## src/sv/assert_macros.svh

```systemverilog
// assertion macros shared by the frame parser modules
// no dependencies; included by files that carry concurrent assertions
`ifndef ASSERT_MACROS_SVH
`define ASSERT_MACROS_SVH

// same-cycle implication, disabled while reset is asserted
`define VCFP_ASSERT_SAME(name, clk, rst_n, ante, cons, msg) \
	name: assert property (@(posedge clk) disable iff (!rst_n) (ante) |-> (cons)) \
		else $error(msg);

// next-cycle implication, disabled while reset is asserted
`define VCFP_ASSERT_NEXT(name, clk, rst_n, ante, cons, msg) \
	name: assert property (@(posedge clk) disable iff (!rst_n) (ante) |=> (cons)) \
		else $error(msg);

`endif

```

## src/sv/vcfp_pkg.sv

```systemverilog
// shared types, constants and helpers for the voice command frame parser
// no dependencies
package vcfp_pkg;

	// framing and command characters
	localparam logic [7:0] CH_OPEN  = 8'h24;
	localparam logic [7:0] CH_CLOSE = 8'h23;
	localparam logic [7:0] CH_CMD   = 8'h42;
	localparam logic [7:0] CH_PLUS  = 8'h2B;
	localparam logic [7:0] CH_MINUS = 8'h2D;
	localparam logic [7:0] CH_ZERO  = 8'h30;
	localparam logic [7:0] CH_NINE  = 8'h39;
	localparam logic [7:0] CH_SPACE = 8'h20;
	localparam logic [7:0] CH_TAB   = 8'h09;
	localparam logic [7:0] CH_CR    = 8'h0D;

	// default payload capacity and value width
	localparam int PAYLOAD_BYTES_DEF = 20;
	localparam int VALUE_W           = 16;

	// number parse phases
	typedef enum logic [1:0] {
		PH_SKIP   = 2'd0,
		PH_DIGITS = 2'd1,
		PH_DONE   = 2'd2
	} phase_t;

	// result of one closing byte, from the parse core to the output stage
	typedef struct packed {
		logic               hit;
		logic               ok;
		logic [VALUE_W-1:0] value;
	} result_t;

	// white space as atoi sees it
	function automatic logic is_space(input logic [7:0] c);
		return (c == CH_SPACE) || (c >= CH_TAB && c <= CH_CR);
	endfunction

	// decimal digit test
	function automatic logic is_digit(input logic [7:0] c);
		return (c >= CH_ZERO) && (c <= CH_NINE);
	endfunction

endpackage

```

## src/sv/vcfp_core.sv

```systemverilog
// frame state and byte-by-byte number parse, one byte per enabled cycle
// depends on vcfp_pkg and assert_macros.svh
`include "assert_macros.svh"

module vcfp_core #(
	parameter int PAYLOAD_BYTES = vcfp_pkg::PAYLOAD_BYTES_DEF
) (
	input  logic              clk,
	input  logic              arst_n,
	input  logic              en,
	input  logic [7:0]        rx_byte,
	output vcfp_pkg::result_t res
);

	localparam int CntW = $clog2(PAYLOAD_BYTES + 1);
	localparam logic [CntW-1:0] CntMax = CntW'(PAYLOAD_BYTES);

	logic                         in_frame_q, in_frame_d;
	logic [CntW-1:0]              count_q, count_d;
	logic                         first_b_q, first_b_d;
	vcfp_pkg::phase_t             phase_q, phase_d;
	logic                         neg_q, neg_d;
	logic [vcfp_pkg::VALUE_W-1:0] acc_q, acc_d;
	logic [vcfp_pkg::VALUE_W-1:0] latest_q, latest_d;
	logic [vcfp_pkg::VALUE_W-1:0] acc_mac;
	logic [vcfp_pkg::VALUE_W-1:0] signed_acc;
	logic                         digit;

	// acc * 10 + digit, wrapping to the value width
	assign digit   = vcfp_pkg::is_digit(rx_byte);
	assign acc_mac = (acc_q << 3) + (acc_q << 1)
		+ vcfp_pkg::VALUE_W'(rx_byte - vcfp_pkg::CH_ZERO);
	assign signed_acc = neg_q ? (~acc_q + 1'b1) : acc_q;

	// next state and result for the current byte
	always_comb begin
		in_frame_d = in_frame_q;
		count_d    = count_q;
		first_b_d  = first_b_q;
		phase_d    = phase_q;
		neg_d      = neg_q;
		acc_d      = acc_q;
		latest_d   = latest_q;
		res.hit    = 1'b0;
		res.ok     = first_b_q;
		res.value  = first_b_q ? signed_acc : latest_q;
		priority if (rx_byte == vcfp_pkg::CH_OPEN) begin
			in_frame_d = 1'b1;
			count_d    = '0;
			first_b_d  = 1'b0;
			phase_d    = vcfp_pkg::PH_SKIP;
			neg_d      = 1'b0;
			acc_d      = '0;
		end else if (rx_byte == vcfp_pkg::CH_CLOSE) begin
			res.hit = in_frame_q;
			if (in_frame_q && first_b_q) begin
				latest_d = signed_acc;
			end
			in_frame_d = 1'b0;
			count_d    = '0;
			first_b_d  = 1'b0;
			phase_d    = vcfp_pkg::PH_SKIP;
			neg_d      = 1'b0;
			acc_d      = '0;
		end else if (in_frame_q && count_q < CntMax) begin
			count_d = count_q + 1'b1;
			if (count_q == '0) begin
				first_b_d = (rx_byte == vcfp_pkg::CH_CMD);
			end else if (first_b_q) begin
				unique case (phase_q)
					vcfp_pkg::PH_SKIP: begin
						if (vcfp_pkg::is_space(rx_byte)) begin
							phase_d = vcfp_pkg::PH_SKIP;
						end else if (rx_byte == vcfp_pkg::CH_PLUS
							|| rx_byte == vcfp_pkg::CH_MINUS) begin
							neg_d   = (rx_byte == vcfp_pkg::CH_MINUS);
							phase_d = vcfp_pkg::PH_DIGITS;
						end else if (digit) begin
							acc_d   = acc_mac;
							phase_d = vcfp_pkg::PH_DIGITS;
						end else begin
							phase_d = vcfp_pkg::PH_DONE;
						end
					end
					vcfp_pkg::PH_DIGITS: begin
						if (digit) begin
							acc_d = acc_mac;
						end else begin
							phase_d = vcfp_pkg::PH_DONE;
						end
					end
					default: begin
						phase_d = phase_q;
					end
				endcase
			end
		end else begin
			// byte outside a frame or past capacity is dropped
			count_d = count_q;
		end
	end

	// frame and parse state registers
	always_ff @(posedge clk or negedge arst_n) begin
		if (!arst_n) begin
			in_frame_q <= 1'b0;
			count_q    <= '0;
			first_b_q  <= 1'b0;
			phase_q    <= vcfp_pkg::PH_SKIP;
			neg_q      <= 1'b0;
			acc_q      <= '0;
			latest_q   <= '0;
		end else if (en) begin
			in_frame_q <= in_frame_d;
			count_q    <= count_d;
			first_b_q  <= first_b_d;
			phase_q    <= phase_d;
			neg_q      <= neg_d;
			acc_q      <= acc_d;
			latest_q   <= latest_d;
		end
	end

	// a closing byte always leaves the frame closed
	`VCFP_ASSERT_NEXT(a_close_ends_frame, clk, arst_n,
		en && rx_byte == vcfp_pkg::CH_CLOSE, !in_frame_q, "frame still open after close")
	// the stored value moves only on a closed command frame
	`VCFP_ASSERT_NEXT(a_latest_only_on_cmd, clk, arst_n,
		!(en && res.hit && res.ok), $stable(latest_q), "stored value changed without command")

endmodule

```

## src/sv/voice_command_frame_parser.sv

```systemverilog
// top level of the voice command frame parser: input register, parse core, result register
// depends on vcfp_pkg, vcfp_core and assert_macros.svh
`include "assert_macros.svh"

// Takes one received byte per request and recognizes frames '$' payload '#'. Each '#'
// that closes an open frame gives one result request: command_ok is 1 when the first
// payload byte was 'B' (the rest then read as a signed decimal number, wrapped to 16 bits
// and stored), and command_value is the stored value after the frame. A byte is accepted
// every cycle as long as the result register can drain; cmd_valid rises once its closing
// byte has passed from the input register through the parse core into the result register.
// When a result waits under cmd_stall, a byte in the input register that does not produce a
// result still goes through, so only a closing byte that ends another frame is held back.
module voice_command_frame_parser #(
	parameter int PAYLOAD_BYTES = vcfp_pkg::PAYLOAD_BYTES_DEF
) (
	input  logic                         clk,
	input  logic                         arst_n,
	input  logic                         rx_valid,
	output logic                         rx_stall,
	input  logic [7:0]                   rx_byte,
	output logic                         cmd_valid,
	input  logic                         cmd_stall,
	output logic                         command_ok,
	output logic [vcfp_pkg::VALUE_W-1:0] command_value
);

	logic                         valid_s1;
	logic [7:0]                   byte_s1;
	logic                         out_valid_q;
	logic                         out_ok_q;
	logic [vcfp_pkg::VALUE_W-1:0] out_value_q;
	logic                         out_free;
	logic                         advance;
	logic                         core_en;
	vcfp_pkg::result_t            core_res;

	// the byte in stage one moves on unless it makes a result with no room for it
	assign out_free = !out_valid_q || !cmd_stall;
	assign advance  = !core_res.hit || out_free;
	assign core_en  = valid_s1 && advance;
	assign rx_stall = valid_s1 && !advance;

	// input register
	always_ff @(posedge clk or negedge arst_n) begin
		if (!arst_n) begin
			valid_s1 <= 1'b0;
		end else if (!rx_stall) begin
			valid_s1 <= rx_valid;
		end
	end

	always_ff @(posedge clk) begin
		if (!rx_stall && rx_valid) begin
			byte_s1 <= rx_byte;
		end
	end

	vcfp_core #(
		.PAYLOAD_BYTES(PAYLOAD_BYTES)
	) u_core (
		.clk    (clk),
		.arst_n (arst_n),
		.en     (core_en),
		.rx_byte(byte_s1),
		.res    (core_res)
	);

	// result register
	always_ff @(posedge clk or negedge arst_n) begin
		if (!arst_n) begin
			out_valid_q <= 1'b0;
		end else if (core_en && core_res.hit) begin
			out_valid_q <= 1'b1;
		end else if (!cmd_stall) begin
			out_valid_q <= 1'b0;
		end
	end

	always_ff @(posedge clk) begin
		if (core_en && core_res.hit) begin
			out_ok_q    <= core_res.ok;
			out_value_q <= core_res.value;
		end
	end

	assign cmd_valid     = out_valid_q;
	assign command_ok    = out_ok_q;
	assign command_value = out_value_q;

	// a new result never overwrites one still waiting
	`VCFP_ASSERT_SAME(a_load_has_room, clk, arst_n,
		core_en && core_res.hit, !out_valid_q || !cmd_stall, "result overwritten")
	// input is held back only behind a pending byte while a result waits under cmd_stall
	`VCFP_ASSERT_SAME(a_stall_needs_byte, clk, arst_n,
		rx_stall, valid_s1 && out_valid_q && cmd_stall, "input stalled with no cause")

endmodule
```

## config.mk

```make
export PLATFORM = sky130hd
export DESIGN_NAME = voice_command_frame_parser
export DESIGN_NICKNAME = d
export VERILOG_FILES = /design/src/sv/vcfp_pkg.sv /design/src/sv/vcfp_core.sv /design/src/sv/voice_command_frame_parser.sv
export VERILOG_INCLUDE_DIRS = /design/src /design/src/sv
export SDC_FILE = /design/constraint.sdc
export NUM_CORES = 1
export LEC_CHECK = 0
export BUFFER_PORTS_ARGS = -buffer_cell sky130_fd_sc_hd__buf_2
export CORE_ASPECT_RATIO = 0.7
export CORE_MARGIN = 2
export CORE_UTILIZATION = 45
export CTS_CLUSTER_DIAMETER = 80
export CTS_CLUSTER_SIZE = 25
export DETAILED_ROUTE_END_ITERATION = 7
export HOLD_SLACK_MARGIN = 0.03
export SLEW_MARGIN = 10
export SYNTH_ARGS = -nofsm -noshare
export SYNTH_HDL_FRONTEND = slang
export SYNTH_SLANG_ARGS = --single-unit
export TNS_END_PERCENT = 30
```

## constraint.sdc

```tcl
create_clock -name clk -period 3.8 [get_ports clk]
set_clock_uncertainty 0.15 [all_clocks]
set_input_delay 0.76 -clock clk [delete_from_list [all_inputs] [get_ports clk]]
set_output_delay 0.76 -clock clk [all_outputs]
set_load 0.02 [all_outputs]
```

**Word-level counts from Yosys, hierarchy flattened**

Cells that the tools add are included.

- Flip-flop bits (word level): 69
- Output and inout port bits: 19
- Input bits: 12

- $add $sub $neg: 5
- Reduce and logical (&&, ||, !) cells: 33
- Multiplexer cells: 42
- Eq/ne operators: 13
- Bitwise operators: 2
- $lt $le $gt $ge: 5

Operators by type and width:

| cell | count |
|---|---|
| 2-to-1 mux 16 bit | 10 |
| == test 8 x 6 -> 1 bit, second input constant | 5 |
| adder 16 bit | 2 |
| case mux 16 bit (2 select lines) | 1 |
| 2-to-1 mux 1 bit | 18 |
| 2-to-1 mux 2 bit | 9 |
| adder 16 x 1 -> 16 bit, second input constant | 1 |
| inverter 16 bit | 1 |
| 2-to-1 mux 5 bit | 3 |
| nonzero test 3 bit | 5 |
| AND reduction 7 bit | 2 |
| subtractor 8 x 6 -> 9 bit, second input constant | 1 |
| == test 8 x 7 -> 1 bit, second input constant | 1 |
| greater-or-equal comparator 8 x 4 -> 1 bit, second input constant | 1 |
| greater-or-equal comparator 8 x 6 -> 1 bit, second input constant | 1 |
| <= comparator 8 x 4 -> 1 bit, second input constant | 1 |
| <= comparator 8 x 6 -> 1 bit, second input constant | 1 |
| logical AND 1 bit | 8 |
| != test 4 x 2 -> 1 bit, second input constant | 2 |
| != test 3 x 1 -> 1 bit, second input constant | 2 |
| AND reduction 6 bit | 1 |
| adder 5 x 1 -> 5 bit, second input constant | 1 |
| zero test 1 bit | 5 |
| zero test 5 bit | 1 |
| other kinds (13) | 17 |

**Logic depth before layout (Yosys ltp)**

Gate-level depths: netlist of the first run.

- Depth in word-level cells: 11
- Depth in mapped cells: 12

**By module**

From an unflattened synthesis of the first run, not the netlist that was laid out.

- Cells, all modules: 418
- Area, all modules: 4,237.8 sq um

By module, submodules not included:

| module | area an instance (sq um) | instances | seq. area each (sq um) | cells each |
|---|---|---|---|---|
| vcfp_core | 3,382.0 | 1 | 1,051.0 | 381 |
| voice_command_frame_parser | 855.8 | 1 | 800.8 | 37 |

**Least setup slack after synthesis of the first run**

OpenSTA, ideal clock, no wires.

- Kind: flip-flop to flip-flop
- Start point: reg byte_s1[4]
- End point: reg u_core.acc_q[14] (netlist bit)
- Path buffers: 0
- Data arrival time: 3.514 ns
- Setup slack: 0.025 ns
- Required time: 3.540 ns
- Stages on the path, launching flop included: 9
- Period minus slack after synthesis: 3.775 ns
- Path through: edfxtp_1 > ha_1 > nor3_1 > fa_1 > ha_1 > or4_1 > o21a_1 > and4b_1 > o41ai_1

- Longest elaborated chain between the ends: 11
- Elaborated cells on any way between the ends: 36

Ends and longest elaborated chain:

| what | RTL line | RTL |
|---|---|---|
| start: declaration | voice_command_frame_parser.sv:28 | `logic [7:0] byte_s1;` |
| start signal: assignment | voice_command_frame_parser.sv:54 | `byte_s1 <= rx_byte;` |
| subtractor 8 x 6 -> 9 bit, or another cell as far along | vcfp_core.sv:32 | `+ vcfp_pkg::VALUE_W'(rx_byte - vcfp_pkg::CH_ZERO);` |
| adder 16 bit / logical AND 1 bit (equally long branches) | vcfp_core.sv:32, vcfp_pkg.sv:42 |  |
| 2-to-1 mux 16 bit | vcfp_core.sv:78, vcfp_core.sv:86 |  |
| 2-to-1 mux 16 bit | vcfp_core.sv:74 | `end else if (rx_byte == vcfp_pkg::CH_PLUS` |
| 2-to-1 mux 16 bit | vcfp_core.sv:72 | `if (vcfp_pkg::is_space(rx_byte)) begin` |
| case mux 16 bit (2 select lines) | vcfp_core.sv:70 | `unique case (phase_q)` |
| 2-to-1 mux 16 bit | vcfp_core.sv:69 | `end else if (first_b_q) begin` |
| 2-to-1 mux 16 bit | vcfp_core.sv:67 | `if (count_q == '0) begin` |
| 2-to-1 mux 16 bit | vcfp_core.sv:65 | `end else if (in_frame_q && count_q < CntMax) begin` |
| 2-to-1 mux 16 bit | vcfp_core.sv:54 | `end else if (rx_byte == vcfp_pkg::CH_CLOSE) begin` |
| 2-to-1 mux 16 bit | vcfp_core.sv:47 | `priority if (rx_byte == vcfp_pkg::CH_OPEN) begin` |
| end signal: assignment | vcfp_core.sv:111 | `acc_q <= '0;` |
| end signal: assignment | vcfp_core.sv:119 | `acc_q <= acc_d;` |
| end: declaration | vcfp_core.sv:23 | `logic [vcfp_pkg::VALUE_W-1:0] acc_q, acc_d;` |

Parallel ways exist; a longest one is shown, timed or not. The select of a mux whose other input is x is not followed.
A chain may end at the register's enable or synchronous reset.

**Final worst setup path of the first run**

Ends and elaborated chain as after synthesis.

==> results.sh, run 1 <==
export IMPL_synth_area_leader_cell="dfrtp_1"
export IMPL_die_area_um2=10500
export IMPL_ys_warn_count=0
export IMPL_wl_met2_mm=3.85
export IMPL_clk_path_buf_depth=2
export IMPL_wl_met1_mm=4.94
export IMPL_netlist_area_um2=4360
export IMPL_cp_start_kind="flip-flop"
export IMPL_async_flop_share=0.638
export IMPL_path_max_fanout=7
export IMPL_hold_viol=0
export IMPL_antenna_found_initial=0
export IMPL_maxCapViolCount=0
export IMPL_yosysUniqueCellTypes=62
export IMPL_post_cts_resize_count=0
export IMPL_ir_drop_uv=247
export IMPL_place_inst=575
export IMPL_crit_type="flip-flop to flip-flop"
export IMPL_path_cells="ha_1 > nor3_1 > fa_1 > ha_1 > or4_1 > o21a_1 > and4b_1 > o41ai_1"
export IMPL_cp_required_ns=3.88
export IMPL_cts_htree_levels=3
export IMPL_syn_num_nets=474
export IMPL_antennaDiodeCount=0
export IMPL_fin_setup_tns_ns=0
export IMPL_instances_no_fill=591
export IMPL_ys_ff_latch=69
export IMPL_cts_root_buf="clkbuf_16"
export IMPL_crit_family="simple AND/OR/NAND/NOR gates"
export IMPL_postCtsSetupBuffers=0
export IMPL_cp_depth=8
export IMPL_num_vias=3253
export IMPL_io_buffers=30
export IMPL_syn_to_final_growth_pct=13.8
export IMPL_power_leakage_nw=2.26
export IMPL_grt_max_degree=45
export IMPL_clk_pin_slew_ns=0.06
export IMPL_cp_slowest_stage_delay_ns=0.53
export IMPL_drive_gt1_frac=0.149
export IMPL_seq_area_um2=1850
export IMPL_min_period_ns=3.48
export IMPL_grt_pass1_vias=3005
export IMPL_tightest_slew_ns=1.03
export IMPL_critPathCaptureType="flip-flop"
export IMPL_multi_input_area_um2=2330
export IMPL_numCtsBuffers=9
export IMPL_via_per_inst=5.50
export IMPL_yosys_cell_count_top_type="dfrtp_1"
export IMPL_nets=505
export IMPL_rsz0062_at_grt="false"
export IMPL_topRoutingLayerUsed="met4"
export IMPL_grt_overflow_total=0
export IMPL_crit_buf_inv=0
export IMPL_die_w_um=122
export IMPL_arrival_ns=3.56
export IMPL_wl_met3_um=425
export IMPL_finalCritPeriodShare=0.916
export IMPL_preCtsSetupSlack_ns=0.287
export IMPL_initial_utilization=0.455
export IMPL_setup_viol=0
export IMPL_die_h_um=86.3
export IMPL_synthCells=427
export IMPL_cp_slowest_cell="or4_1"
export IMPL_clkSinkCount=69
export IMPL_p_per_area_nw_per_um2=389
export IMPL_grt_util_all_layers=0.196
export IMPL_syn_avg_cell_area_um2=10.2
export IMPL_final_util=0.518
export IMPL_cts_hold_buf=0
export IMPL_setup_slack_ns=0.320
export IMPL_clk_insertion_delay_late_ns=0.34
export IMPL_core_area_um2=9570
export IMPL_synth_yosys_seq_area_share=0.425
export IMPL_critPathMostFrequentCell="ha_1"
export IMPL_drtIter0Drc=266
export IMPL_synth_top_area_frac=0.253
export IMPL_ios=31
export IMPL_min_path_type="flip-flop to flip-flop"
export IMPL_fmaxAchievable_mhz=287
export IMPL_dp_hpwl_mm=6.78
export IMPL_ant_nets=0
export IMPL_cts_tree="done"
export IMPL_ff2ff_path_depth=8
export IMPL_grt_pass1_wl_mm=15.7
export IMPL_rows=30
export IMPL_status="finished, final reports clean"
export IMPL_first_pass_iters=5
export IMPL_ys_flop_type="dfrtp_1"
export IMPL_drcViolationCount=0
export IMPL_relSlewSlack=0.314
export IMPL_drv_slew=0
export IMPL_synth_common_cells="dfrtp_1, nand2_1, o21ai_0, inv_1, edfxtp_1"
export IMPL_synthTopCellsByArea="dfrtp_1, edfxtp_1, ha_1"
export IMPL_synth_edf_count=25
export IMPL_totalWireLength_mm=9.33
export IMPL_gp_congestion=0.877
export IMPL_hold_depth=2
export IMPL_nFillCells=873
export IMPL_avgRoutedWirePerCell_um=15.8
[worst paths after layout]
check | from | to | slack, ns
min | u_core.latest_q[14] | u_core.latest_q[14] | 0.33
max | byte_s1[4] | u_core.acc_q[14] | 0.32
min in group asynchronous | arst_n | u_core.neg_q | 0.45
max reg2reg | byte_s1[4] | u_core.acc_q[14] | 0.32
min reg2reg | u_core.latest_q[14] | u_core.latest_q[14] | 0.33
max in group asynchronous | arst_n | u_core.latest_q[12] | 2.42
[layer usage]
metal	global-route usage	up-vias
li1	-	1617
met1	0.300	1546
met2	0.271	78
met3	0.0513	12
met4	0.0596	0
met5	0	-
[flip-flops by register name, indices dropped and copies added, names as in the netlist]
signal	flops
command_value	16
u_core.acc_q	16
u_core.latest_q	16
byte_s1	8
u_core.count_q	5
u_core.phase_q	2
cmd_valid	1
command_ok	1
u_core.first_b_q	1
u_core.in_frame_q	1
u_core.neg_q	1
valid_s1	1
[cell families after synthesis]
logic type,Yosys count,share of synthesized area
and+or+nand+nor,131,0.162
AOI/OAI and AO/OA,114,0.173
DFF,69,0.425
buffers and inverters,42,0.0413
adders and majority gates,35,0.123
xor gates and xnor gates,29,0.0583
muxes,7,0.0175
[report_power, final]
| part | switching (mW) | internal, mW |
|---|---|---|
| clock network | 0.344 | 0.583 |
| logic | 0.0999 | 0.0720 |
| registers | 0.0372 | 0.793 |
| total | 0.481 | 1.45 |
[worst register-to-register path: stages (launching register included)]
cell	delay [ns]
edfxtp_1	0.47
ha_1	0.29
nor3_1	0.41
fa_1	0.51
ha_1	0.27
or4_1	0.53
o21a_1	0.22
and4b_1	0.19
o41ai_1	0.32
[layout by cell type (no fill, tap or decap), types with 3 or more instances in the layout]
cell       instances
edfxtp_1          25
a21o_1             5
nand4_1            6
nand3_1           18
dfrtp_1           44
nand2_1           38
inv_6              3
buf_2             30
nor3_1             6
xor2_1            10
nor4_1             6
o21a_1             6
and2_1             4
xnor2_1           19
o31ai_1            9
mux2_2             5
nor2_1            24
buf_4              6
clkbuf_16          9
a21oi_1           23
inv_1             26
nand2b_1           5
o21ai_1            3
o21ai_0           38
o41ai_1            6
o211ai_1           4
nor2b_1            3
ha_1              22
fa_1              13
[metrics by stage]
| step | hold WS [ns] | instance area (µm²) | power, mW |
|---|---|---|---|
| global placement | 0.310 | 4630 | 1.01 |
| detailed placement | 0.321 | 4630 | 1.02 |
| global route | 0.354 | 4960 | 2.02 |
| finish | 0.329 | 4960 | 1.93 |
| CTS | 0.335 | 4960 | 1.95 |
| floorplan | 0.296 | 4360 | 0.961 |
[cell type report]
class                   instances  area share
clock buffers                   9      0.0454
clock inverters                 7      0.0209
inverters                      26      0.0197
multi-input cells             316       0.469
flip-flops and latches         69       0.373
well taps                     128      0.0323
repair buffers                 36      0.0393
Note: power is estimated with default switching activity, not from simulation.
==> inputs of run 2 (changes only) <==
--- a/config.mk
+++ b/config.mk
@@ -14,8 +14,10 @@
 export CTS_CLUSTER_SIZE = 25
 export DETAILED_ROUTE_END_ITERATION = 7
 export HOLD_SLACK_MARGIN = 0.03
+export REMOVE_ABC_BUFFERS = 1
 export SLEW_MARGIN = 10
 export SYNTH_ARGS = -nofsm -noshare
 export SYNTH_HDL_FRONTEND = slang
+export SYNTH_HIERARCHICAL = 1
 export SYNTH_SLANG_ARGS = --single-unit
 export TNS_END_PERCENT = 30
==> constraint.sdc (replaced) <==
create_clock -name clk -period 3.8 [get_ports clk]
set_clock_uncertainty 0.15 [all_clocks]
set_input_delay 0.76 -clock clk [delete_from_list [all_inputs] [get_ports clk]]
set_output_delay 0.76 -clock clk [all_outputs]
set_load 0.005 [all_outputs]
==> results.sh, run 2 <==
export IMPL_synth_top_area_frac=0.260
export IMPL_grt_overflow_total=0
export IMPL_ir_drop_uv=235
export IMPL_min_period_ns=3.35
export IMPL_dp_hpwl_mm=6.58
export IMPL_cts_tree="done"
export IMPL_fmaxAchievable_mhz=299
export IMPL_relSlewSlack=0.307
export IMPL_grt_max_degree=45
export IMPL_die_h_um=85.2
export IMPL_num_vias=3214
export IMPL_synth_area_leader_cell="dfrtp_1"
export IMPL_antennaDiodeCount=0
export IMPL_min_path_type="flip-flop to flip-flop"
export IMPL_totalWireLength_mm=9.02
export IMPL_via_per_inst=5.52
export IMPL_grt_util_all_layers=0.198
export IMPL_path_max_fanout=8
export IMPL_synthTopCellsByArea="dfrtp_1, edfxtp_1, ha_1"
export IMPL_clk_path_buf_depth=2
export IMPL_drtIter0Drc=263
export IMPL_yosys_area_share_simple=0.146
export IMPL_worstSetupStartpoint="byte_s1[6]"
export IMPL_synth_top_family_by_area="compound AO/OA/AOI/OAI gates"
export IMPL_worstReg2RegStart="byte_s1[6]"
export IMPL_fin_setup_tns_ns=0
export IMPL_use_met2=0.276
export IMPL_grt_pass1_vias=3109
export IMPL_avgRoutedWirePerCell_um=15.5
export IMPL_ios=31
export IMPL_final_common_cell="dfrtp_1"
export IMPL_rsz0062_at_grt="false"
export IMPL_die_w_um=120
export IMPL_ys_flop_type="dfrtp_1"
export IMPL_ys_ff_latch=69
export IMPL_numCtsBuffers=9
export IMPL_synth_common_cells="dfrtp_1, a21oi_1, nor2_1, edfxtp_1, nand2_1"
export IMPL_syn_avg_cell_area_um2=10.1
export IMPL_synth_area_mux_share=0.0151
export IMPL_drv_slew=0
export IMPL_ant_nets=0
export IMPL_initial_utilization=0.465
export IMPL_die_area_um2=10200
export IMPL_setup_viol=0
export IMPL_grt_busiest_layer="met1"
export IMPL_critPathCaptureType="flip-flop"
export IMPL_reg2reg_slack_ns=0.45
export IMPL_drcViolationCount=0
export IMPL_postCtsSetupBuffers=0
export IMPL_syn_to_final_growth_pct=14.7
export IMPL_preCtsSetupSlack_ns=0.469
export IMPL_cts_root_buf="clkbuf_16"
export IMPL_worstReg2RegEnd="u_core/acc_q[14]"
export IMPL_async_flop_share=0.638
export IMPL_gp_congestion=0.900
export IMPL_synthCells=418
export IMPL_cp_endpoint="u_core/acc_q[14]"
export IMPL_clk_pin_slew_ns=0.06
export IMPL_clkSinkCount=69
export IMPL_rows=29
export IMPL_power_leakage_nw=2.17
export IMPL_cp_start_kind="flip-flop"
export IMPL_ff2ff_path_depth=11
export IMPL_drive_gt1_frac=0.159
export IMPL_ys_warn_count=6
export IMPL_maxCapViolCount=0
export IMPL_nets=500
export IMPL_crit_type="flip-flop to flip-flop"
export IMPL_hold_viol=0
export IMPL_io_buffers=30
export IMPL_clk_insertion_delay_late_ns=0.33
export IMPL_finalCritPeriodShare=0.881
export IMPL_post_cts_resize_count=0
export IMPL_cp_required_ns=3.85
export IMPL_arrival_ns=3.40
export IMPL_yosys_area_share_adder=0.126
export IMPL_first_pass_iters=4
export IMPL_yosysUniqueCellTypes=56
export IMPL_yosys_cell_count_top_type="dfrtp_1"
export IMPL_met3_usage=0.0544
export IMPL_synth_compound_area_frac=0.186
export IMPL_grtUsageMet1=0.306
export IMPL_synth_yosys_seq_area_share=0.437
export IMPL_synth_xor_area_share=0.0599
export IMPL_synth_edf_count=25
export IMPL_netlist_area_um2=4240
export IMPL_core_area_um2=9110
export IMPL_setup_slack_ns=0.452
export IMPL_antenna_found_initial=0
export IMPL_layout_common_cells="dfrtp_1, nor2_1, a21oi_1"
export IMPL_tightest_slew_ns=1.04
export IMPL_status="finished, final reports clean"
export IMPL_cts_htree_levels=3
export IMPL_p_per_area_nw_per_um2=505
export IMPL_grt_pass1_wl_mm=15.7
export IMPL_cts_hold_buf=0
## run 2: cell types whose count changed after synthesis, moves of 5 or more
cell	previous run	this run
nand3_1	18	5
nor4_1	6	1
o21ai_1	3	17
inv_1	26	16
o21ai_0	38	16
a21oi_1	23	43
xnor2_1	19	9
nor2_1	24	43
xor2_1	10	20
nand2_1	38	24
## run 2: metal layers
layer	wire length (µm)	part of all wire
met1	4970	0.55
met2	3700	0.41
met3	326	0.036
met4	29	0.0032
met5	0	0
## run 2: per-stage QoR
stage               cells  power, mW  instance area [µm²]  utilization  hold slack [ns]
floorplan             402       1.44                 4170            -            0.314
global placement      566       1.61                 4560        0.501            0.336
detailed placement    566       1.62                 4560        0.501            0.352
CTS                   582       2.48                 4860        0.534            0.364
global route          582       2.63                 4860        0.534            0.373
finish                582       2.46                 4860        0.534            0.364
## run 2: final cells by class
cell class              instances  area, µm²
fillers                       827       4250
clock buffers                   9        225
flip-flops and latches         69       1850
well taps                     124        155
inverters                      16       60.1
repair buffers                 40        225
multi-input cells             317       2270
clock inverters                 7       73.8
## run 2: worst min-delay path by stage
stage,startpoint,endpoint,slack [ns],cells after the start
floorplan,arst_n,cmd_valid,0.31,0
global placement,u_core/latest_q[0],u_core/latest_q[0],0.34,1
detailed placement,u_core/latest_q[0],u_core/latest_q[0],0.35,1
CTS,u_core/latest_q[0],u_core/latest_q[0],0.36,1
global route,u_core/latest_q[0],u_core/latest_q[0],0.37,1
finish,u_core/latest_q[0],u_core/latest_q[0],0.36,1
## run 2: cells by family (layout without fill, tap and decap cells)
kind of cell / after synthesis / in the layout
compound gates: 127 / 127
simple gates: 120 / 120
flops: 69 / 69
fa+ha+maj: 35 / 35
buf+inv: 32 / 72
xor+xnor: 29 / 29
mux: 6 / 6
## run 2: report_power, final
part,switching [mW],internal (mW),total [mW]
registers,0.115,0.834,0.949
clock network,0.324,0.511,0.835
logic,0.383,0.288,0.671
## run 2: critical path, stage by stage, from the launching register on
cell	delay [ns]
edfxtp_1	0.50
or2_2	0.36
nor2_1	0.09
buf_4	0.20
fa_1	0.43
ha_1	0.39
o21a_1	0.21
o211ai_1	0.21
nand2_1	0.08
a311oi_1	0.36
or4_1	0.17
nand3_1	0.06
==> inputs of run 3 (changes only) <==
--- a/config.mk
+++ b/config.mk
@@ -18,6 +18,5 @@
 export SLEW_MARGIN = 10
 export SYNTH_ARGS = -nofsm -noshare
 export SYNTH_HDL_FRONTEND = slang
-export SYNTH_HIERARCHICAL = 1
 export SYNTH_SLANG_ARGS = --single-unit
 export TNS_END_PERCENT = 30
==> results.sh, run 3 (synthesis results as in run 1) <==
export IMPL_cp_required_ns=3.87
export IMPL_critPathCaptureType="flip-flop"
export IMPL_tightest_slew_ns=0.989
export IMPL_setup_viol=0
export IMPL_final_util=0.514
export IMPL_postCtsSetupBuffers=0
export IMPL_worstReg2RegStart="byte_s1[4]"
export IMPL_ant_nets=0
export IMPL_place_inst=576
export IMPL_final_common_cell="dfrtp_1"
export IMPL_grt_max_degree=45
export IMPL_hold_start="u_core.latest_q[3]"
export IMPL_met3_usage=0.0441
export IMPL_grt_busiest_layer="met1"
export IMPL_min_path_type="flip-flop to flip-flop"
export IMPL_holdWs_ns=0.330
export IMPL_cts_htree_levels=3
export IMPL_arrival_ns=3.44
export IMPL_ff2ff_path_depth=11
export IMPL_worstReg2RegEnd="u_core.acc_q[13]"
export IMPL_totalWireLength_mm=9.15
export IMPL_num_vias=3226
export IMPL_via_per_inst=5.45
export IMPL_maxCapViolCount=0
export IMPL_syn_to_final_growth_pct=12.9
export IMPL_clk_pin_slew_ns=0.06
export IMPL_ios=31
export IMPL_grt_pass1_wl_mm=15.7
export IMPL_min_period_ns=3.38
export IMPL_io_buffers=30
export IMPL_p_per_area_nw_per_um2=361
export IMPL_ir_drop_uv=174
export IMPL_fmaxAchievable_mhz=296
export IMPL_dp_hpwl_mm=6.72
export IMPL_nFillCells=900
export IMPL_die_w_um=122
export IMPL_fin_setup_tns_ns=0
export IMPL_numCtsBuffers=9
export IMPL_clk_insertion_delay_late_ns=0.33
export IMPL_nets=506
export IMPL_cts_root_buf="clkbuf_16"
export IMPL_hold_viol=0
export IMPL_cts_tree="done"
export IMPL_hold_end="u_core.latest_q[3]"
export IMPL_gp_congestion=0.856
export IMPL_grt_overflow_total=0
export IMPL_relSlewSlack=0.341
export IMPL_rsz0062_at_grt="false"
export IMPL_instances_no_fill=592
export IMPL_power_leakage_nw=2.23
export IMPL_reg2reg_slack_ns=0.42
export IMPL_status="finished, final reports clean"
export IMPL_grt_util_all_layers=0.197
export IMPL_drtIter0Drc=239
export IMPL_layout_common_cells="dfrtp_1, o21ai_0, nand2_1"
export IMPL_antenna_found_initial=0
export IMPL_drv_slew=0
export IMPL_crit_type="flip-flop to flip-flop"
export IMPL_grtUsageMet1=0.312
export IMPL_first_pass_iters=5
export IMPL_finalCritPeriodShare=0.889
export IMPL_clkSinkCount=69
export IMPL_die_area_um2=10500
export IMPL_initial_utilization=0.455
export IMPL_drive_gt1_frac=0.153
export IMPL_drcViolationCount=0
export IMPL_rows=30
export IMPL_path_max_fanout=5
export IMPL_clk_path_buf_depth=2
export IMPL_antennaDiodeCount=0
export IMPL_cp_start_kind="flip-flop"
export IMPL_core_area_um2=9570
export IMPL_die_h_um=86.3
export IMPL_avgRoutedWirePerCell_um=15.5
export IMPL_use_met2=0.259
export IMPL_hold_depth=2
export IMPL_grt_pass1_vias=3043
[run 3: layout make-up]
type / instances / area [µm²] / area share
clock buffer: 9 / 225 / 0.0458
multi-input combinational: 316 / 2330 / 0.474
inverter: 26 / 97.6 / 0.0198
timing repair buffer: 37 / 203 / 0.0412
tap: 128 / 160 / 0.0325
clock inverter: 7 / 51.3 / 0.0104
sequential: 69 / 1850 / 0.376
[run 3: where the power goes]
group	total [mW]	leakage [nW]	switching (mW)	internal, mW
logic	0.172	1.22	0.0992	0.0730
registers	0.830	0.883	0.0363	0.793
clock network	0.773	0.132	0.330	0.443
[run 3: stage by stage]
| stage | setup slack, ns | area (µm²) | power [mW] |
|---|---|---|---|
| after CTS | 0.281 | 4920 | 1.80 |
| after floorplan | 0.0253 | 4280 | 0.958 |
| after global routing | 0.114 | 4920 | 1.87 |
| final | 0.423 | 4920 | 1.78 |
| after global placement | 0.439 | 4640 | 1.01 |
| after detailed placement | 0.293 | 4640 | 1.01 |
[run 3: worst max-delay path by stage]
stage	from	endpoint	slack, ns	depth (start not counted)
after floorplan	byte_s1[4]	u_core.acc_q[14]	0.03	8
after global placement	byte_s1[4]	u_core.acc_q[14]	0.44	8
after detailed placement	byte_s1[4]	u_core.acc_q[14]	0.29	8
after CTS	byte_s1[4]	u_core.acc_q[14]	0.28	8
after global routing	byte_s1[4]	u_core.acc_q[13]	0.11	11
final	byte_s1[4]	u_core.acc_q[13]	0.42	11
[run 3: timing repair]
action,in CTS,in global routing
endpoints found under the setup margin,0,2
endpoints found under the hold margin,0,0
gates resized for setup,0,1
hold buffers,0,0
[run 3: layer usage]
| metal | wire length (µm) | vias up |
|---|---|---|
| li1 | - | 1612 |
| met1 | 4950 | 1517 |
| met2 | 3590 | 86 |
| met3 | 477 | 11 |
| met4 | 131 | 0 |
| met5 | 0 | - |
[run 3: worst max-delay path: stages, from the launching register on]
cell	delay, ns
edfxtp_1	0.47
ha_1	0.30
xor2_1	0.17
fa_1	0.49
inv_1	0.04
ha_1	0.33
o21a_1	0.21
or4_1	0.44
a31oi_1	0.25
o21ai_0	0.15
xnor2_1	0.16
o21ai_0	0.10
